$ cat config.mk
export PLATFORM = sky130hd
export DESIGN_NAME = mmeu_alu
export DESIGN_NICKNAME = d
export VERILOG_FILES = /design/src/design/mmeu_pkg.sv /design/src/design/mmeu_alu.sv
export SDC_FILE = /design/constraint.sdc
export NUM_CORES = 1
export LEC_CHECK = 0
export BUFFER_PORTS_ARGS = -buffer_cell sky130_fd_sc_hd__buf_2
export CAP_MARGIN = 40
export CORE_UTILIZATION = 40
export DETAILED_ROUTE_END_ITERATION = 8
export GPL_TIMING_DRIVEN = 0
export PLACE_DENSITY_LB_ADDON = 0.3
export SLEW_MARGIN = 20
export SYNTH_ARGS = -nofsm -noshare
export SYNTH_HDL_FRONTEND = slang
export SYNTH_SLANG_ARGS = --single-unit
$ cat constraint.sdc
create_clock -name clk -period 8.8 [get_ports clk]
set_input_delay 1.32 -clock clk [delete_from_list [all_inputs] [get_ports clk]]
set_output_delay 1.32 -clock clk [all_outputs]
set_load 0.05 [all_outputs]
$ cat src/design/mmeu_pkg.sv
// ----------------------------------------------------------------------------
// mmeu_pkg
// Shared types and constants of the execute unit.
// ----------------------------------------------------------------------------
package mmeu_pkg;

  localparam logic [3:0] FUNC_NOP  = 4'd0;
  localparam logic [3:0] FUNC_ADD  = 4'd1;
  localparam logic [3:0] FUNC_SUB  = 4'd2;
  localparam logic [3:0] FUNC_MULT = 4'd3;
  localparam logic [3:0] FUNC_DIV  = 4'd4;
  localparam logic [3:0] FUNC_J    = 4'd5;
  localparam logic [3:0] FUNC_BNE  = 4'd6;
  localparam logic [3:0] FUNC_BEQ  = 4'd7;
  localparam logic [3:0] FUNC_LW   = 4'd8;
  localparam logic [3:0] FUNC_SW   = 4'd9;

  localparam logic [1:0] STATUS_OK      = 2'd0;
  localparam logic [1:0] STATUS_DIV0    = 2'd1;
  localparam logic [1:0] STATUS_UNKNOWN = 2'd2;

  localparam logic [4:0] MULT_REG = 5'd24;
  localparam logic [4:0] DIV_REG  = 5'd25;

  localparam logic [1:0] ALU_MUL = 2'd0;
  localparam logic [1:0] ALU_DIV = 2'd1;

  typedef struct packed {
    logic        start;
    logic [1:0]  op;
    logic [31:0] a;
    logic [31:0] b;
  } alu_req_t;

  typedef struct packed {
    logic        done;
    logic [31:0] result;
  } alu_rsp_t;

endpackage

$ cat src/design/mmeu_alu.sv
// ----------------------------------------------------------------------------
// mmeu_alu
// Shared multi-cycle unit: shift-add multiply and restoring divide, one bit
// per cycle.
// ----------------------------------------------------------------------------
module mmeu_alu
  import mmeu_pkg::*;
(
  input  logic     clk,
  input  logic     rst_n,
  input  alu_req_t req,
  output alu_rsp_t rsp
);

  logic        busy_r, busy_nxt;
  logic [5:0]  cnt_r, cnt_nxt;
  logic [1:0]  op_r, op_nxt;
  logic [31:0] acc_r, acc_nxt;
  logic [31:0] q_r, q_nxt;
  logic [31:0] b_r, b_nxt;
  logic        neg_r, neg_nxt;
  logic        done_r, done_nxt;
  logic [32:0] rem_sh;
  logic [32:0] rem_sub;

  always_comb begin
    rem_sh  = {acc_r, q_r[31]};
    rem_sub = rem_sh - {1'b0, b_r};
  end

  always_comb begin
    busy_nxt = busy_r;
    cnt_nxt  = cnt_r;
    op_nxt   = op_r;
    acc_nxt  = acc_r;
    q_nxt    = q_r;
    b_nxt    = b_r;
    neg_nxt  = neg_r;
    done_nxt = 1'b0;
    if (req.start) begin
      busy_nxt = 1'b1;
      cnt_nxt  = 6'd0;
      op_nxt   = req.op;
      acc_nxt  = 32'd0;
      if (req.op == ALU_DIV) begin
        q_nxt   = req.a[31] ? (32'd0 - req.a) : req.a;
        b_nxt   = req.b[31] ? (32'd0 - req.b) : req.b;
        neg_nxt = req.a[31] ^ req.b[31];
      end else begin
        q_nxt   = req.a;
        b_nxt   = req.b;
        neg_nxt = 1'b0;
      end
    end else if (busy_r) begin
      if (cnt_r == 6'd32) begin
        busy_nxt = 1'b0;
        done_nxt = 1'b1;
        if (op_r == ALU_DIV) begin
          q_nxt = neg_r ? (32'd0 - q_r) : q_r;
        end
      end else begin
        cnt_nxt = cnt_r + 6'd1;
        if (op_r == ALU_DIV) begin
          if (!rem_sub[32]) begin
            acc_nxt = rem_sub[31:0];
            q_nxt   = {q_r[30:0], 1'b1};
          end else begin
            acc_nxt = rem_sh[31:0];
            q_nxt   = {q_r[30:0], 1'b0};
          end
        end else begin
          if (q_r[0]) begin
            acc_nxt = acc_r + b_r;
          end
          q_nxt = q_r >> 1;
          b_nxt = b_r << 1;
        end
      end
    end
  end

  always_ff @(posedge clk) begin
    if (!rst_n) begin
      busy_r <= 1'b0;
      done_r <= 1'b0;
    end else begin
      busy_r <= busy_nxt;
      done_r <= done_nxt;
    end
    cnt_r <= cnt_nxt;
    op_r  <= op_nxt;
    acc_r <= acc_nxt;
    q_r   <= q_nxt;
    b_r   <= b_nxt;
    neg_r <= neg_nxt;
  end

  assign rsp.done   = done_r;
  assign rsp.result = (op_r == ALU_DIV) ? q_r : acc_r;

endmodule

Word-level counts from Yosys, hierarchy flattened
Cells that the tools add are included.
{"block": "word_totals", "elab_cells": 55, "out_inout_bits": 33, "register_bits": 107, "inputBits": 69}
{"block": "op_classes", "eq_ne": 7, "n_reduce_logical": 7, "muxes": 23, "bitwise": 4, "add_sub_neg": 6}
{"op": "$mux W32", "count": 18}
{"op": "$sub A1 B32 Y32 const A", "count": 3}
{"op": "$sub A33 B32 Y33", "count": 1}
{"op": "$add A32 B32 Y32", "count": 1}
{"op": "$reduce_and A3 Y1", "count": 3}
{"op": "$add A6 B1 Y6 const B", "count": 1}
{"op": "$eq A6 B6 Y1 const B", "count": 1}
{"op": "$mux W1", "count": 5}
{"op": "$eq A2 B1 Y1 const B", "count": 2}
{"op": "$ne A2 B2 Y1 const B", "count": 2}
{"op": "$reduce_bool A2 Y1", "count": 2}
{"op": "$ne A3 B2 Y1 const B", "count": 1}
{"op": "$ne A3 B3 Y1 const B", "count": 1}
{"op": "$not A1 Y1", "count": 3}
{"op": "$reduce_or A3 Y1", "count": 1}
{"op": "$reduce_and A2 Y1", "count": 1}
{"op": "$xor A1 B1 Y1", "count": 1}

Longest topological paths before layout
{"block": "depth", "ltp_word": 6, "ltp_mapped": 15, "depth_no_buf": 13}

Worst setup path before layout
Ideal clock, no wire load.
{"block": "synth_timing", "path_kind": "input -> register", "from": "input req[40] in the netlist's numbering", "to": "register q_r[26], data pin", "cell_stages": 9, "required_time_ns": 8.530, "n_path_buf": 0, "path_slack_ns": 5.010, "setup_time_ns": 0.270, "t_arrival_ns": 3.520, "path_cell_list": "or4_1 -> or3_1 -> nor4_2 -> nand3_1 -> nor3_1 -> nand3b_1 -> o41ai_1 -> xor2_1 -> a21oi_1"}
{"block": "synth_via", "elab_chain_len": 4}
{"item": "from (decl)", "line_no": "mmeu_alu.sv:11", "text": "input alu_req_t req,"}
{"item": "$sub A1 B32 Y32", "line_no": "mmeu_alu.sv:46", "text": "q_nxt = req.a[31] ? (32'd0 - req.a) : req.a;"}
{"item": "$mux W32", "line_no": "mmeu_alu.sv:46"}
{"item": "$mux W32", "line_no": "mmeu_alu.sv:45", "text": "if (req.op == ALU_DIV) begin"}
{"item": "$mux W32", "line_no": "mmeu_alu.sv:40", "text": "if (req.start) begin"}
{"item": "via q_nxt[26]", "line_no": "mmeu_alu.sv:19", "text": "logic [31:0] q_r, q_nxt;"}
{"item": "to (signal assigned)", "line_no": "mmeu_alu.sv:93", "text": "q_r <= q_nxt;"}
{"item": "to (decl)", "line_no": "mmeu_alu.sv:19"}
The timed path passes the listed nets, and every way through them passes these cells.
A chain may end at the register's enable or synchronous reset.

==> impl_metrics.ini <==
[worst_hold_path]
worstHoldEndpoint = cnt_r[1]$_SDFFE_PP0P_
min_from = cnt_r[1]$_SDFFE_PP0P_
hp-class = reg2reg
holdPathStages = 2

[layout]
final_common_cell = nand2_1
finish.instance_area_sq_um = 12130
layout_common_cells = 204 x nand2_1, 171 x a21oi_1, 141 x nor2_1, 105 x buf_2, 88 x xnor2_1
drive_gt1_share_pct = 10.25
postLayoutCoreUtil_pct = 46.03
instances_no_fill = 1897
fin_nets = 1695
area_growth_pct = 11.87

[floorplanning]
die_height_um = 166.6
start_util_pct = 41.14
dieArea_sq_um = 27770
fp.dieW_um = 166.6
coreArea_sq_um = 26350
ios = 102
rows = 59

[logic_synthesis]
async_reset_ff_share_pct = 0
syn_nets = 1579
ys_types = 73
netlist_area_sq_um = 10840
yosysSeqAreaShare_pct = 25.94
synth_top_area_share_pct = 18.56
ys_ff_latch = 107
synth_edf_count = 67
avgSynthCellArea_sq_um = 7.530
synth_ff_type = edfxtp_1
synth_cells = 1440
yosys-top-cells-area = edfxtp_1 19%, a21oi_1 7.9%, ha_1 7.8%
post-synth-top-area-cell = edfxtp_1
synth_warnings = 0

[clock_tree]
cts_resized = 0
cts_hold_buf = 0
numClockSinks = 107
h-tree-depth = 3
insertion_delay_ns = 0.37
post_cts_buffers = 0
cts_root_buf = clkbuf_16
cts_tree = yes
clkTransAtPathRegs_ns = 0.08
cts_buffer_depth = 2
cts_made_buffers = 9

[timing]
max_freq_mhz = 219.5
tightestPinTransition_ns = 0.8552
fin_skew_ns = 0.01120
fin_crit_sh_pct = 51.77
fin_crit_ns = 4.556
slew-limit-headroom_pct = 42.99
maxSlewViolCount = 0
rsz0062_at_grt = no
setup_tns_ns = 0
hold_ws_ns = 0.5190
setup_violations = 0
hold_violations = 0
layout_setup_ws_ns = 4.244

[routing]
vias = 11310
routed_via_density = 5.964
met3_wirelength_um = 3265
route.detailed.drc = 0
drt-met1-wl_um = 16640
top_layer_used = met5
firstDrtPassIters = 8
wl_met2_um = 17150
wl_um = 38430
drtAntennaViolNets = 0
routedWlPerCell_um = 20.26
drt_iter0_markers = 1131

[setup_path]
cp_common_cell = clkbuf_1
slowest_delay_ns = 0.53
cp_max_fo = 10
cp_data_required_time_ns = 7.48
worstPathCellList = nor2b_1 -> clkbuf_1 -> clkbuf_1 -> clkbuf_1 -> clkbuf_1 -> nand2_1 -> nand2_1 -> buf_2
slowest_stage = clkbuf_1
end_kind = output port
cp_top_family = buffers and inverters
r2r_end = acc_r[1]$_SDFFE_PP0P_
rr_startpoint = q_r[31]$_DFFE_PP_
regToRegSetupSlack_ns = 4.50
worstSetupPathType = reg2out
crit_buf_inv = 5
startpoint_type = flip-flop
crit_cells = 8
worstPathArrival_ns = 3.24
reg2regPathDepth = 15

[placement]
place_inst = 1878
place_area_sq_um = 11810
dp_slack_ns = 4.421
hpwlAfterDp_um = 30860
globalplace.congestion = 0.9832
io_buffers = 101

[global_route]
grt_overflow = 0
grt_pass1_wl_um = 59330
grt_max_degree = 32
antenna_found_initial = 2
grt_pass1_vias = 10610
grt_usage_pct = 27.48

[pwr]
finalPower_mw = 2.008
ir_drop_mv = 0.1062
p_per_area_nw_per_um2 = 165.5
p_leak_nw = 5.105

[outcome]
outcome = finished, final reports clean

[run]
cap_violations = 0
==> report_power, final <==
group	switching, mW	internal, mW	total, mW
clock network	0.229	0.201	0.430
logic	0.572	0.328	0.900
registers	0.0780	0.600	0.678
==> cell usage after synthesis, types with 3 or more instances <==
| library cell | instances |
|---|---|
| or4_1 | 3 |
| a21o_1 | 32 |
| nand4_1 | 11 |
| a31oi_1 | 18 |
| a2111oi_0 | 3 |
| a211oi_1 | 25 |
| nand2b_1 | 17 |
| clkbuf_1 | 69 |
| o221ai_1 | 6 |
| or3_1 | 13 |
| nor2b_1 | 8 |
| buf_1 | 4 |
| xor2_1 | 49 |
| o211ai_1 | 12 |
| o21bai_1 | 12 |
| mux2_2 | 12 |
| a221oi_1 | 6 |
| and3_1 | 6 |
| nand2_1 | 205 |
| inv_1 | 59 |
| a21oi_1 | 171 |
| o311ai_0 | 3 |
| a311oi_1 | 9 |
| a22o_1 | 8 |
| mux2i_1 | 10 |
| o41ai_1 | 4 |
| nor2_1 | 141 |
| nor3_1 | 45 |
| ha_1 | 68 |
| o22ai_1 | 4 |
| edfxtp_1 | 67 |
| nand3_1 | 22 |
| nand3b_1 | 5 |
| nor4_1 | 9 |
| o21a_1 | 17 |
| dfxtp_1 | 40 |
| buf_2 | 4 |
| and2_1 | 11 |
| xnor2_1 | 88 |
| or2_2 | 7 |
| o21ai_0 | 79 |
| o31ai_1 | 15 |
==> logic make-up after synthesis <==
logic type	count (synthesis)	synth area share, %
AO/OA/AOI/OAI	449	26.01
AND/OR/NAND/NOR	516	21.60
flip-flops	107	25.94
multiplexers	23	2.273
XOR/XNOR	137	11.07
buffers and inverters	138	4.893
adder cells (fa/ha/maj)	70	8.216
==> flip-flops by register name, summed over array words and instances (netlist names) <==
register / cells
acc_r: 32
b_r: 32
busy_r: 1
cnt_r: 6
done_r: 1
neg_r: 1
op_r: 2
q_r: 32
==> layer usage <==
metal | up-vias | track usage, %
met3 | 84 | 5.442
li1 | 5420 | -
met1 | 5341 | 36.74
met5 | - | 0
met4 | 2 | 10.27
met2 | 467 | 43.68
==> final cells by class <==
class                   count  area [sq um]
multi-input cells        1195          7513
flip-flops and latches    107          2813
diodes                      1         2.502
repair buffers            105         560.5
clock buffers               9         225.2
fillers                  2716         14220
well taps                 335         419.2
inverters                  59         221.5
clock inverters             7         66.31
plain buffers              79         309.0
==> tightest hold or removal path: cells and delay by family, from the launching register on <==
family | cells | cell delay, ns
AOI/OAI and AO/OA | 1 | 0.06
DFF | 1 | 0.35
and+or+nand+nor | 1 | 0.06
==> how the worst max path moves through the flow <==
stage                                 start                 to  slack (ns)
after floorplan                     req[40]  q_r[26]$_DFFE_PP_        5.01
after global placement              req[66]   b_r[3]$_DFFE_PP_        4.10
after detailed placement            req[40]  q_r[29]$_DFFE_PP_        4.42
after CTS                 op_r[1]$_DFFE_PP_             rsp[2]        4.38
after global routing      op_r[1]$_DFFE_PP_             rsp[2]        4.07
final                     op_r[1]$_DFFE_PP_             rsp[2]        4.24
Note: power is estimated with default switching activity, not from simulation.
